## config.mk

```make
export PLATFORM = sky130hd
export DESIGN_NAME = sem_ctrl
export DESIGN_NICKNAME = d
export VERILOG_FILES = /design/src/design/sem_pkg.sv /design/src/design/sem_ctrl.sv
export SDC_FILE = /design/constraint.sdc
export NUM_CORES = 1
export LEC_CHECK = 0
export BUFFER_PORTS_ARGS = -buffer_cell sky130_fd_sc_hd__clkbuf_2
export CAP_MARGIN = 15
export CELL_PAD_IN_SITES_DETAIL_PLACEMENT = 2
export CELL_PAD_IN_SITES_GLOBAL_PLACEMENT = 2
export CORE_AREA = 2 2 39 41
export DETAILED_ROUTE_END_ITERATION = 10
export DIE_AREA = 0 0 41 43
export PLACE_DENSITY_LB_ADDON = 0.05
export REMOVE_ABC_BUFFERS = 1
export SYNTH_ARGS = -nofsm -noshare
export SYNTH_HDL_FRONTEND = slang
export SYNTH_SLANG_ARGS = --single-unit
```

## constraint.sdc

```tcl
create_clock -name clk -period 0.8 [get_ports clk]
set_clock_uncertainty 0.05 [all_clocks]
set_input_delay 0.12 -clock clk [delete_from_list [all_inputs] [get_ports clk]]
set_output_delay 0.12 -clock clk [all_outputs]
set_load 0.02 [all_outputs]
```

## src/design/sem_pkg.sv

```systemverilog
package sem_pkg;

  localparam int MaxWidth   = 1024;
  localparam int MaxHeight  = 4096;
  localparam int ColW       = $clog2(MaxWidth);
  localparam int RowW       = $clog2(MaxHeight);
  localparam int CfgWidthW  = 11;
  localparam int CfgHeightW = 13;
  localparam int CfgIdxW    = 1;
  localparam int PixW       = 8;
  localparam int SumW       = 12;
  localparam int SqW        = 17;
  localparam int RootW      = 9;

  localparam logic [CfgIdxW-1:0] RegWidth  = 1'b0;
  localparam logic [CfgIdxW-1:0] RegHeight = 1'b1;

  localparam logic [PixW-1:0] PixMax = 8'd255;

  typedef struct packed {
    logic load;
    logic step;
    logic done;
  } sem_cmd_t;

  typedef struct packed {
    logic root_done;
  } sem_sts_t;

endpackage

```

## src/design/sem_ctrl.sv

```systemverilog
module sem_ctrl (
  input  logic               clk,
  input  logic               rst_n,
  input  logic               start,
  input  logic               out_free,
  input  sem_pkg::sem_sts_t  sts,
  output sem_pkg::sem_cmd_t  cmd,
  output logic               busy
);

  localparam logic [1:0] StIdle = 2'd0;
  localparam logic [1:0] StRoot = 2'd1;
  localparam logic [1:0] StPush = 2'd2;

  logic [1:0] state_r, state_nxt;

  always_comb begin
    state_nxt = state_r;
    cmd = '0;
    case (state_r)
      StIdle: begin
        if (start) begin
          cmd.load  = 1'b1;
          state_nxt = StRoot;
        end
      end
      StRoot: begin
        cmd.step = 1'b1;
        if (sts.root_done) state_nxt = StPush;
      end
      StPush: begin
        if (out_free) begin
          cmd.done  = 1'b1;
          state_nxt = StIdle;
        end
      end
      default: state_nxt = StIdle;
    endcase
  end

  assign busy = (state_r != StIdle);

  always_ff @(posedge clk) begin
    if (!rst_n) begin
      state_r <= StIdle;
    end else begin
      state_r <= state_nxt;
    end
  end

endmodule

```

==> metrics.yaml <==
ant_nets: 0
pin_count: 9
design_area_sq_um: 248
placedCellCount: 37
relSlewSlack_pct: 89.8
path_delay_family: "simple AND/OR/NAND/NOR gates"
ys_ff_latch: 2
num_rows: 14
yosys.cell_count.top_type: "dfxtp_1"
cpMaxStageDelayCell: "dfxtp_2"
start_kind: "flop"
cts.sinks: 2
irDropWorstVdd_mv: 0.540
synth.top_cell.area_share_pct: 29.6
cts_hold_buf: 0
path_clk_slew_ps: 30
grt_max_degree: 7
fin_nets: 32
vias: 135
drt_wl_total_microns: 345
cp_cell_sequence: "or2_4 > nor2_4 > buf_8"
rsz0062_at_grt: "true"
max-clock-path-buffers: 2
top_register: "state_r"
leakage_nw: 0.117
htreeDepth: 1
fin_crit_sh_pct: 147
drv_slew: 0
syn2layout_area_growth_pct: 83.3
crit_path_max_incr_delay_ps: 320
initial_core_util_pct: 9.76
first_pass_iters: 2
antenna_found_initial: 0
worst-path-buf-inv: 1
avgRoutedWirePerCell_microns: 8.41
synth_largest_area_cell: "dfxtp_1"
synthDistinctLibCells: 13
die_w_microns: 41
dr.first_iter.drc_count: 3
root_buffer: "clkbuf_4"
syn-mean-instance-area_sq_um: 9.65
fmax_ghz: 0.853
cts_tree: "done"
drive_above_1_share_pct: 84.0
tns_ps: -1330
arrival_ps: 1000
synthesis.area_sq_um: 135
path_class: "reg -> out"
numCtsBuffers: 3
stdcell_count: 41
vias_per_cell: 3.29
worst_pin_slew_ps: 153
cp.required_ps: 630
dieArea_sq_um: 1760
outcome: "finished with violations"
largest_reg_flops: 2
grt_pass1_vias: 168
ys_top_cells_by_area: "dfxtp_1 (30%), nand2b_4 (10%), nor3b_2 (9.3%)"
grt_pass1_wl_microns: 600
diodes: 0
rrSetupSlack_ps: -50
core-area_sq_um: 1380
die_y_microns: 43
violations: "setup timing"
reg_top3: "state_r x2"
port-buffer-count: 8
drc_errors: 0
synth_edf_count: 0
hold_viol_final: 0
place_area_sq_um: 188
min_period_ps: 1170
drv_cap: 0
synth_warnings: 0
fin_ws_ps: -373
grt_overflow: 0
routabilityCongestion: 0.559
async_reset_ff_share_pct: 0
grtUsageTotal_pct: 5.61
cellPowerDensity_nw_per_um2: 1850
setup.worst_path.end_class: "primary output"
postSynthCellCount: 14
setup_viol: 6
min_path_type: "in -> reg"
insertion_delay_ps: 220
crit_fanout: 4
yosysSeqAreaShare_pct: 29.6
synth_flop_cell: "dfxtp_1"
## cell usage in the layout (no fill, tap or decap)
cell       n
or2_4      1
nand2_1    1
clkbuf_2   5
o21ai_2    1
nor3b_2    1
nand2b_4   1
and3b_2    1
buf_4      1
nand4bb_1  1
inv_1      1
clkbuf_4   4
buf_6      1
nor2_1     1
and2b_2    1
nor2_4     1
buf_8      1
dfxtp_2    2
## final timing paths
kind	end	startpoint	cells past startpoint
max	cmd[2]	state_r[1]	3
min	state_r[1]	sts	3
max reg2reg	state_r[0]	state_r[1]	3
min reg2reg	state_r[1]	state_r[0]	2
## power breakdown
| group | total [W] | internal, W | switching (W) |
|---|---|---|---|
| Combinational | 0.000123 | 0.0000682 | 0.0000552 |
| Sequential | 0.000118 | 0.000109 | 0.00000850 |
| Clock | 0.000216 | 0.000165 | 0.0000513 |
## logic make-up after synthesis
logic type / synth area share (%)
buffers and inverters: 8.33
and+or+nand+nor: 58.3
AOI/OAI and AO/OA: 3.70
DFF: 29.6
## worst register-to-register path, cell delays in order, from the launching register on
cell and delay, ps:
dfxtp_2 320, buf_4 130, nand2b_4 140, nor3b_2 130
## metal layers
layer / vias to the layer above / part of all wire [%] / track usage (%) / routed length [microns]
li1: 70 / - / - / -
met1: 60 / 43 / 5.41 / 149
met2: 5 / 50 / 7.50 / 174
met3: 0 / 6.4 / 3.14 / 22
met4: 0 / 0 / 6.00 / 0
met5: - / 0 / 0 / 0
## area by class of cell
class | count | area [sq um]
Fill cell | 163 | 1140
Multi-Input combinational cell | 10 | 92.6
Timing Repair Buffer | 9 | 66.3
Sequential cell | 2 | 42.5
Clock buffer | 3 | 22.5
Tap cell | 16 | 20.0
Inverter | 1 | 3.75
## repair_timing
item,CTS,global route
pin swaps,1,0
endpoints found under the setup margin,5,6
setup buffers,1,0
gates resized for setup,6,6
## stage by stage
step           util, %  setup slack (ps)  total power [W]  hold WS (ps)
3_3_place_gp      13.6              -206         0.000213           343
2_1_floorplan        -              -170         0.000178           201
5_1_grt           17.9              -423         0.000499           117
3_5_place_dp      13.6              -207         0.000213           347
4_1_cts           16.7              -415         0.000461          98.3
6_report          17.9              -373         0.000457           113
(Power assumes the default switching activity.)
